===== config.mk =====
export PLATFORM = sky130hd
export DESIGN_NAME = scancode_to_ascii_key_buffer_core
export DESIGN_NICKNAME = d
export VERILOG_FILES = /design/src/hw/rtl/sckb_pkg.sv /design/src/hw/rtl/scancode_to_ascii_key_buffer_core.sv /design/src/hw/rtl/sckb_cell.sv /design/src/hw/rtl/sckb_chain.sv
export SDC_FILE = /design/constraint.sdc
export NUM_CORES = 2
export LEC_CHECK = 0
export CORE_ASPECT_RATIO = 0.8
export CORE_UTILIZATION = 40
export CTS_CLUSTER_SIZE = 24
export DETAILED_ROUTE_END_ITERATION = 6
export DONT_BUFFER_PORTS = 1
export SLEW_MARGIN = 40
export SYNTH_ARGS = -nofsm -noshare
export SYNTH_HDL_FRONTEND = slang
export SYNTH_SLANG_ARGS = --single-unit

===== constraint.sdc =====
create_clock -name clk -period 7 [get_ports clk]
set_input_delay 1.05 -clock clk [delete_from_list [all_inputs] [get_ports clk]]
set_output_delay 1.05 -clock clk [all_outputs]
set_load 0.02 [all_outputs]

===== src/hw/rtl/sckb_pkg.sv =====
// Shared types and constants for the scan code to character key buffer.
// No dependencies; imported by every module of the block.
`default_nettype none

package sckb_pkg;

    // Sizes of the key queue and of the layout tables.
    localparam int FIFO_DEPTH  = 16;
    localparam int TABLE_DEPTH = 128;
    localparam int NUM_TABLES  = 3;
    localparam int MEM_DEPTH   = NUM_TABLES * TABLE_DEPTH;

    // Field widths.
    localparam int CHAR_W  = 8;
    localparam int CODE_W  = 7;
    localparam int SEL_W   = 2;
    localparam int REQ_W   = 2;
    localparam int CNT_W   = $clog2(FIFO_DEPTH + 1);
    localparam int MEM_AW  = SEL_W + CODE_W;

    // Bit 7 of a scan code marks a key release; the low seven bits are the key code.
    localparam int RELEASE_BIT = CHAR_W - 1;

    // Configuration register indexes and their reset values.
    localparam int CFG_IDX_W = 2;
    localparam logic [CFG_IDX_W-1:0] CFG_LEFT_SHIFT  = 2'd0;
    localparam logic [CFG_IDX_W-1:0] CFG_RIGHT_SHIFT = 2'd1;
    localparam logic [CFG_IDX_W-1:0] CFG_CAPS_LOCK   = 2'd2;
    localparam logic [CODE_W-1:0] LEFT_SHIFT_RST  = 7'd42;
    localparam logic [CODE_W-1:0] RIGHT_SHIFT_RST = 7'd54;
    localparam logic [CODE_W-1:0] CAPS_LOCK_RST   = 7'd58;

    // Request kinds carried with each input word.
    typedef enum logic [REQ_W-1:0] {
        REQ_SCAN = 2'd0,
        REQ_READ = 2'd1,
        REQ_LOAD = 2'd2,
        REQ_NONE = 2'd3
    } req_t;

    // Layout table selectors; the last one has no table behind it.
    localparam logic [SEL_W-1:0] TBL_PLAIN  = 2'd0;
    localparam logic [SEL_W-1:0] TBL_SHIFT  = 2'd1;
    localparam logic [SEL_W-1:0] TBL_CAPS   = 2'd2;
    localparam logic [SEL_W-1:0] TBL_UNUSED = 2'd3;

    // Command handed to the queue chain for one item.
    typedef struct packed {
        logic              flush;
        logic              push;
        logic              pop;
        logic [CHAR_W-1:0] data;
    } fifo_cmd_t;

    // Status returned by the queue chain.
    typedef struct packed {
        logic [CNT_W-1:0]  count;
        logic [CNT_W-1:0]  count_next;
        logic [CHAR_W-1:0] head;
    } fifo_stat_t;

endpackage

`default_nettype wire


===== src/hw/rtl/scancode_to_ascii_key_buffer_core.sv =====
// Top level of the scan code to character key buffer.
// Depends on sckb_pkg and sckb_chain (which uses sckb_cell).
//
// Usage:
//   The slave channel (s_tvalid/s_tready/s_tdata/s_tuser) takes one request
//   word: a scan code, a read of the oldest key, or a load of one layout
//   table entry, selected by the request kind in s_tuser. Each word gives
//   exactly one result word on the master channel (m_tvalid/m_tready/
//   m_tdata/m_tuser) with the popped key, the queue fill and the flags.
//   The three key codes (left shift, right shift, caps lock) are set through
//   the write port cfg_we/cfg_index/cfg_wdata; the user must write them only
//   while the block is idle, which the block itself does not enforce.
//   One word is in work at a time, so no new word is taken before the last
//   is worked off: its layout table entry is read on acceptance (registered
//   read port), then the key queue, the flags and the result are updated.
//   The layout tables must be loaded before scan codes are sent; an entry
//   never loaded gives an undefined character.
//   Reset clears the queue fill, both flags and the output valid, and loads
//   the default key codes. When the receiver stalls, the result is held in
//   the output register and s_tready drops once the next word has been read
//   from the table, until the waiting result is taken.
`default_nettype none

module scancode_to_ascii_key_buffer_core
    import sckb_pkg::*;
(
    input  wire logic                 clk,
    input  wire logic                 rst_n,
    // Configuration write port.
    input  wire logic                 cfg_we,
    input  wire logic [CFG_IDX_W-1:0] cfg_index,
    input  wire logic [CODE_W-1:0]    cfg_wdata,
    // Request channel.
    input  wire logic                 s_tvalid,
    output logic                      s_tready,
    // s_tdata: scan_code[7:0], table_index[14:8], table_value[22:15], zero[23].
    input  wire logic [23:0]          s_tdata,
    // s_tuser: req_type[1:0], table_select[3:2].
    input  wire logic [3:0]           s_tuser,
    // Result channel.
    output logic                      m_tvalid,
    input  wire logic                 m_tready,
    // m_tdata: key_char[7:0], buffer_count[12:8], shift_active[13],
    //          caps_active[14], buffer_flushed[15].
    output logic [15:0]               m_tdata,
    // m_tuser: key_valid[0].
    output logic                      m_tuser
);

    // Configuration registers.
    logic [CODE_W-1:0] left_shift_reg;
    logic [CODE_W-1:0] right_shift_reg;
    logic [CODE_W-1:0] caps_code_reg;

    // Control state.
    logic busy_reg;
    logic shift_reg;
    logic shift_next;
    logic caps_reg;
    logic caps_next;
    logic out_valid_reg;

    // Captured request word.
    req_t              item_req_reg;
    logic [CHAR_W-1:0] item_scan_reg;
    logic [SEL_W-1:0]  item_sel_reg;
    logic [CODE_W-1:0] item_idx_reg;
    logic [CHAR_W-1:0] item_val_reg;
    logic [CHAR_W-1:0] rdata_reg;

    // Result register.
    logic              out_key_valid_reg;
    logic [CHAR_W-1:0] out_char_reg;
    logic [CNT_W-1:0]  out_count_reg;
    logic              out_shift_reg;
    logic              out_caps_reg;
    logic              out_flushed_reg;

    // Layout table memory.
    logic [CHAR_W-1:0] layout_mem [MEM_DEPTH];
    logic [MEM_AW-1:0] rd_addr;
    logic [SEL_W-1:0]  rd_sel;
    logic              mem_we;

    logic       s_fire;
    logic       exec;
    fifo_cmd_t  fcmd;
    fifo_stat_t fstat;

    logic [CODE_W-1:0] code;
    logic              is_release;
    logic              is_shift;
    logic              is_full;
    logic              key_valid;
    logic [CHAR_W-1:0] key_char;

    assign s_tready = !busy_reg;
    assign s_fire   = s_tvalid && s_tready;
    assign exec     = busy_reg && (!out_valid_reg || m_tready);

    // Configuration register writes.
    always_ff @(posedge clk or negedge rst_n)
    begin
        if (!rst_n)
        begin
            left_shift_reg  <= LEFT_SHIFT_RST;
            right_shift_reg <= RIGHT_SHIFT_RST;
            caps_code_reg   <= CAPS_LOCK_RST;
        end
        else if (cfg_we)
        begin
            unique case (cfg_index)
                CFG_LEFT_SHIFT:  left_shift_reg  <= cfg_wdata;
                CFG_RIGHT_SHIFT: right_shift_reg <= cfg_wdata;
                CFG_CAPS_LOCK:   caps_code_reg   <= cfg_wdata;
                default:         ;
            endcase
        end
    end

    // Capture the request word on acceptance.
    always_ff @(posedge clk)
    begin
        if (s_fire)
        begin
            item_req_reg  <= req_t'(s_tuser[1:0]);
            item_sel_reg  <= s_tuser[3:2];
            item_scan_reg <= s_tdata[7:0];
            item_idx_reg  <= s_tdata[14:8];
            item_val_reg  <= s_tdata[22:15];
        end
    end

    // The table to look in follows the flags as they stand at acceptance;
    // they cannot change before this word is worked off.
    assign rd_sel  = shift_reg ? TBL_SHIFT : (caps_reg ? TBL_CAPS : TBL_PLAIN);
    assign rd_addr = {rd_sel, s_tdata[CODE_W-1:0]};
    assign mem_we  = exec && (item_req_reg == REQ_LOAD) && (item_sel_reg != TBL_UNUSED);

    // Layout table memory: one write port, one registered read port.
    always_ff @(posedge clk)
    begin
        if (mem_we)
        begin
            layout_mem[{item_sel_reg, item_idx_reg}] <= item_val_reg;
        end
        if (s_fire)
        begin
            rdata_reg <= layout_mem[rd_addr];
        end
    end

    // Decode of the captured word, used when the word is worked off.
    assign code       = item_scan_reg[CODE_W-1:0];
    assign is_release = item_scan_reg[RELEASE_BIT];
    assign is_shift   = (code == left_shift_reg) || (code == right_shift_reg);
    assign is_full    = (fstat.count == CNT_W'(FIFO_DEPTH));

    always_comb
    begin
        fcmd       = '0;
        fcmd.data  = rdata_reg;
        shift_next = shift_reg;
        caps_next  = caps_reg;
        key_valid  = 1'b0;
        key_char   = '0;
        if (exec)
        begin
            unique case (item_req_reg)
                REQ_SCAN:
                begin
                    // A full queue is emptied before any scan code is handled.
                    fcmd.flush = is_full;
                    if (is_release)
                    begin
                        if (is_shift)
                        begin
                            shift_next = 1'b0;
                        end
                    end
                    else if (is_shift)
                    begin
                        shift_next = 1'b1;
                    end
                    else if (code == caps_code_reg)
                    begin
                        caps_next = !caps_reg;
                    end
                    else
                    begin
                        fcmd.push = 1'b1;
                    end
                end
                REQ_READ:
                begin
                    if (fstat.count != '0)
                    begin
                        fcmd.pop  = 1'b1;
                        key_valid = 1'b1;
                        key_char  = fstat.head;
                    end
                end
                default: ;
            endcase
        end
    end

    sckb_chain u_chain (
        .clk   (clk),
        .rst_n (rst_n),
        .cmd   (fcmd),
        .stat  (fstat)
    );

    // Busy, flags and output valid.
    always_ff @(posedge clk or negedge rst_n)
    begin
        if (!rst_n)
        begin
            busy_reg      <= 1'b0;
            shift_reg     <= 1'b0;
            caps_reg      <= 1'b0;
            out_valid_reg <= 1'b0;
        end
        else
        begin
            shift_reg <= shift_next;
            caps_reg  <= caps_next;
            if (s_fire)
            begin
                busy_reg <= 1'b1;
            end
            else if (exec)
            begin
                busy_reg <= 1'b0;
            end
            if (exec)
            begin
                out_valid_reg <= 1'b1;
            end
            else if (m_tready)
            begin
                out_valid_reg <= 1'b0;
            end
        end
    end

    // Result payload.
    always_ff @(posedge clk)
    begin
        if (exec)
        begin
            out_key_valid_reg <= key_valid;
            out_char_reg      <= key_char;
            out_count_reg     <= fstat.count_next;
            out_shift_reg     <= shift_next;
            out_caps_reg      <= caps_next;
            out_flushed_reg   <= fcmd.flush;
        end
    end

    assign m_tvalid = out_valid_reg;
    assign m_tuser  = out_key_valid_reg;
    assign m_tdata  = {out_flushed_reg, out_caps_reg, out_shift_reg,
                       out_count_reg, out_char_reg};

    // A new result only ever follows a word in work.
    a_result_after_work: assert property (@(posedge clk) disable iff (!rst_n)
        $rose(out_valid_reg) |-> $past(busy_reg))
        else $error("result appeared without a word in work");

    // An accepted word is always in work on the next cycle.
    a_accept_busy: assert property (@(posedge clk) disable iff (!rst_n)
        s_fire |=> busy_reg)
        else $error("accepted word was not taken into work");

    // The queue never reports more bytes than it holds.
    a_count_bound: assert property (@(posedge clk) disable iff (!rst_n)
        out_valid_reg |-> (out_count_reg <= CNT_W'(FIFO_DEPTH)))
        else $error("buffer count beyond queue depth");

    // A popped key and a flush never come from the same word.
    a_pop_not_flush: assert property (@(posedge clk) disable iff (!rst_n)
        out_valid_reg |-> !(out_key_valid_reg && out_flushed_reg))
        else $error("key popped by a flushing word");

    // A pop only happens on a queue that holds bytes.
    a_pop_nonempty: assert property (@(posedge clk) disable iff (!rst_n)
        fcmd.pop |-> (fstat.count != '0) && !fcmd.push)
        else $error("pop from an empty queue");

endmodule

`default_nettype wire


===== src/hw/rtl/sckb_cell.sv =====
// One storage cell of the key queue chain: holds a byte and passes it on.
// Depends on sckb_pkg for the character width.
`default_nettype none

module sckb_cell
    import sckb_pkg::*;
(
    input  wire logic              clk,
    input  wire logic              shift_en,
    input  wire logic              load_en,
    input  wire logic [CHAR_W-1:0] load_data,
    input  wire logic [CHAR_W-1:0] next_data,
    output logic      [CHAR_W-1:0] data
);

    logic [CHAR_W-1:0] data_reg;
    logic [CHAR_W-1:0] data_next;

    // A load writes a new byte; a shift takes the byte of the cell behind.
    always_comb
    begin
        data_next = data_reg;
        if (load_en)
        begin
            data_next = load_data;
        end
        else if (shift_en)
        begin
            data_next = next_data;
        end
    end

    always_ff @(posedge clk)
    begin
        data_reg <= data_next;
    end

    assign data = data_reg;

endmodule

`default_nettype wire


===== src/hw/rtl/sckb_chain.sv =====
// Key queue built as a row of cells; the oldest byte sits in cell 0.
// Depends on sckb_pkg and sckb_cell.
`default_nettype none

module sckb_chain
    import sckb_pkg::*;
(
    input  wire logic       clk,
    input  wire logic       rst_n,
    input  wire fifo_cmd_t  cmd,
    output fifo_stat_t      stat
);

    logic [CNT_W-1:0]  count_reg;
    logic [CNT_W-1:0]  count_next;
    logic [CNT_W-1:0]  base_count;
    logic [CHAR_W-1:0] cell_data [FIFO_DEPTH];

    // A flush empties the queue before any push of the same item.
    always_comb
    begin
        base_count = cmd.flush ? '0 : count_reg;
        count_next = base_count;
        if (cmd.push)
        begin
            count_next = base_count + CNT_W'(1);
        end
        else if (cmd.pop)
        begin
            count_next = base_count - CNT_W'(1);
        end
    end

    always_ff @(posedge clk or negedge rst_n)
    begin
        if (!rst_n)
        begin
            count_reg <= '0;
        end
        else
        begin
            count_reg <= count_next;
        end
    end

    // Row of cells: a pop moves every byte one place toward the head,
    // a push writes the cell just past the last occupied one.
    for (genvar i = 0; i < FIFO_DEPTH; i++)
    begin : g_cell
        logic [CHAR_W-1:0] behind;

        if (i == FIFO_DEPTH - 1)
        begin : g_tail
            assign behind = cell_data[i];
        end
        else
        begin : g_body
            assign behind = cell_data[i+1];
        end

        sckb_cell u_cell (
            .clk       (clk),
            .shift_en  (cmd.pop),
            .load_en   (cmd.push && (base_count == CNT_W'(i))),
            .load_data (cmd.data),
            .next_data (behind),
            .data      (cell_data[i])
        );
    end

    assign stat.count      = count_reg;
    assign stat.count_next = count_next;
    assign stat.head       = cell_data[0];

endmodule

`default_nettype wire

==> results.txt <==
* Status: complete, no violations
* Longest Clk Path Bufs: 4
- Counting the fill cells in the layout gives 26.06k.
* Rel. slew slack: around 20%
- Static timing analysis puts the maximum clock frequency at between 150 and 200 MHz.
- Port buffering added 0 buffers.
- Post-CTS Resized: 0
- Wires add up to around 310,000 um.
- After clock tree synthesis, the clock-pin slew on the worst setup and hold paths is 0.06 ns.
- In the synthesized netlist the async set-or-reset flop fraction comes to 0.9141%.
- Worst setup SP type: primary input
- Dividing the detail-routed via count by the number of cells gives 5.810.
* Worst min-delay path startpoint: s_tdata[8]
- Residual DRC count: 0
* Starting density of the core: slightly above 40%
- Placed wire-length estimate: around 180,000 um
* Class of the most critical setup path: in2reg
- The first detailed-routing pass ran for 6 iterations.
- Areal power density over the cells: slightly below 300 nW/um2
- Std cell rows: 184
- After synthesis, the mean cell area works out to 21.96 um2.
- Antenna violations before repair: 19
- Commonest non-fill, non-tap cell in the layout: edfxtp_1
- edfxtp_1 takes more of the synthesized area than any other cell.
* Clock tree from TritonCTS: yes
- Post-CTS Setup Repair Bufs: 0
- Number of cells on the worst reg-to-reg path: 8
- Area of the mapped netlist: roughly 130,000 um2
- In this run the static leakage power is around 44 nW.
* Area of the core region: between 300,000 and 400,000 um2
- 61 I/O pins were placed.
- Entering global routing, the biggest net connects approximately 210 pins.
- In the layout the commonest cells are 3,252 x edfxtp_1, 817 x mux4_2, 314 x clkbuf_16.
- The first global-routing pass estimated roughly 440,000 um of wire.
- The worst setup path is captured at a flip-flop.
* Most used flip-flop cell after synthesis: edfxtp_1
* CTS buffer count: 310
- After the first detailed-routing iteration, the DRC count stood at a little under 8k.
- Placed instance count: 9,757
- The clock net in this run drives a total of between 3k and 4k sinks.
- Unrepaired setup endpoints after global routing: false
- Area fraction of the dominant cell type after synthesis: approximately three quarters
* Tmin final: ~6.3 ns
- Routed length per instance: between 30 and 40 um
- Flip-flop count of the largest register after layout: slightly above 3k
* GPL Wtd Cong: between 0.7 and 0.8
* Post-synthesis sequential area ratio: about 77%
- Path type of the worst min-delay path: in2reg
- Die width: about 630 um
- The floorplan step defined a die boundary enclosing approximately 320,000 um2.
- The detailed router placed around 60k vias in this run.
- Counting every instance in the synthesized netlist gives 5,797.
- Worst Hold Path EP: item_idx_reg[0]
- Root buffer cell: clkbuf_16
- Cells fill a little under half of the core in the end.
* Post-Synthesis Net Count: approximately 5.8k
- Reg-to-reg slack, setup: ~2.2 ns
- For the pin with the worst max-slew slack, the measured transition is 1.197 ns.
- Global routing finished with a remaining overflow of 0.
* Die outline height: 506.6 um
- Final period util: around 90%
* Synth Register Bits: between 3k and 4k
* Number of enable flip-flop cells after synthesis: roughly 3.3k
- The number of global-route vias before repair is roughly 60k.
- Clk Latency, worst-skew pair: 0.89 ns
- The clock arrives with 0.04830 ns of skew.
- H-tree Lvls: 5
- The worst register-to-register path begins at item_sel_reg[1].
* GRT Resource Usage Total: between 10% and 20%
- Cell depth of the worst hold path: 0
* Worst EP arrival: a little under 7 ns
* Number of distinct library cells after synthesis: between 60 and 70
- Maximum vdd ir drop: 0.2270 mV
* Endpoints failing setup: 0
* Reg-to-reg critical path endpoint: layout_mem[46][1]
* NumNets Final: just under 6k
- Fraction of final layout cells with drive strength greater than 1: 29.82%
- By area the synthesized netlist is led by edfxtp_1 77%, mux4_2 14%, nor2_1 1.3%.
- Count of maximum capacitance violations: 0
* Maximum fanout along the worst path: a little under 90
* Number of warnings printed during yosys synthesis: 0
- The detail route stage leaves a number of antenna-violating nets equal to 0.
* Filler-free cell count of the finished design: between 10k and 15k
* Layout area overhead: 12.69%
- The count of pins over their slew limit is 0.
* Data required, critical path: about 7.6 ns
- Final hold violation count: 0
per-layer routing:
layer | wire (um) | share of wire (%) | global-route usage, %
met5 | 23 | 0.0074 | 0
met2 | 135900 | 44 | 27.48
met3 | 31960 | 10 | 4.812
met1 | 135900 | 44 | 29.43
met4 | 7312 | 2.4 | 4.562
stage by stage:
stage               setup TNS (ns)  area [um2]  setup slack [ns]  total power [mW]  hold slack, ns
floorplan                        0      127300             1.181             25.12          0.4704
global placement                 0      131800           0.08989             25.87          0.5069
detailed placement          -2.137      132700           -0.4528             26.13          0.5076
CTS                              0      142700            0.4893             42.86          0.2220
global route                     0      143500            0.2437             43.82          0.2464
finish                           0      143500            0.6767             42.66          0.2901
worst max-delay path, stage by stage:
cell and delay (ns):
buf_16 0.17, buf_16 0.38, buf_16 0.42, buf_16 0.32
buf_16 0.41, buf_16 0.38, buf_16 0.39, buf_16 0.35
buf_16 0.33, mux4_2 0.55, a22o_1 0.27, a221oi_2 0.40
o22ai_1 0.22, o31a_1 0.38, a311oi_1 0.26, o211ai_1 0.15
timing repair:
| action | in CTS | in global routing |
|---|---|---|
| endpoints found under the hold margin | 30 | 0 |
| hold buffers | 2 | 0 |
| endpoints found under the setup margin | 0 | 0 |
power by group:
part | internal (mW) | switching, mW | leakage, nW | total, mW
clock | 9.58 | 7.30 | 4.89 | 16.9
sequential | 22.5 | 0.220 | 29.6 | 22.7
combinational | 0.933 | 2.11 | 9.19 | 3.04
cells in the mapped netlist, drive strengths merged (5+ instances only):
cell       n
nor2b     13
o22ai     28
nor2     438
a21oi     56
or2       10
nand2    165
dfstp     11
nand3     22
mux2i    123
nand4      6
and2      14
ha         5
a22oi     73
nand2b     7
inv        9
a32oi     12
edfxtp  3252
nor3b      5
a221oi    24
o21ai     18
clkbuf   163
dfrtp     19
a311oi     5
a211oi    10
o211ai    12
nor3      12
buf      180
mux4     819
and3       7
xnor2     23
mux2     145
o221ai    45
a22o      16
how the worst max path moves through the flow:
stage                          startpoint  cells past startpoint               end  slack (ns)
after CTS                      s_tdata[0]                     15      rdata_reg[4]        0.49
final                          s_tdata[0]                     16      rdata_reg[5]        0.68
after detailed placement       s_tdata[0]                     16      rdata_reg[1]       -0.45
after floorplan           item_val_reg[0]                      0  layout_mem[0][0]        1.18
after global routing           s_tdata[0]                     16      rdata_reg[4]        0.24
after global placement         s_tdata[0]                     12      rdata_reg[1]        0.09
cell type report:
cell class	instances	area, um2	area share (%)
Antenna cell	4	10.01	0.006977
Clock buffer	359	8066	5.622
Clock inverter	191	1904	1.327
Inverter	9	41.29	0.02878
Multi-Input combinational cell	2163	27840	19.40
Sequential cell	3282	98420	68.60
Tap cell	4185	5236	3.650
Timing Repair Buffer	133	1954	1.362
kinds of logic (layout without fill, tap and decap cells):
logic type	after synthesis	after routing	share of synthesized area, %
compound gates	325	325	1.896
xor+xnor	26	26	0.1789
fa+ha+maj	5	5	0.04914
buf+inv	352	692	1.483
flops	3282	3282	77.30
mux	1087	1087	16.74
other cells	0	4	0
simple gates	720	720	2.347
(Power assumes the default switching activity.)
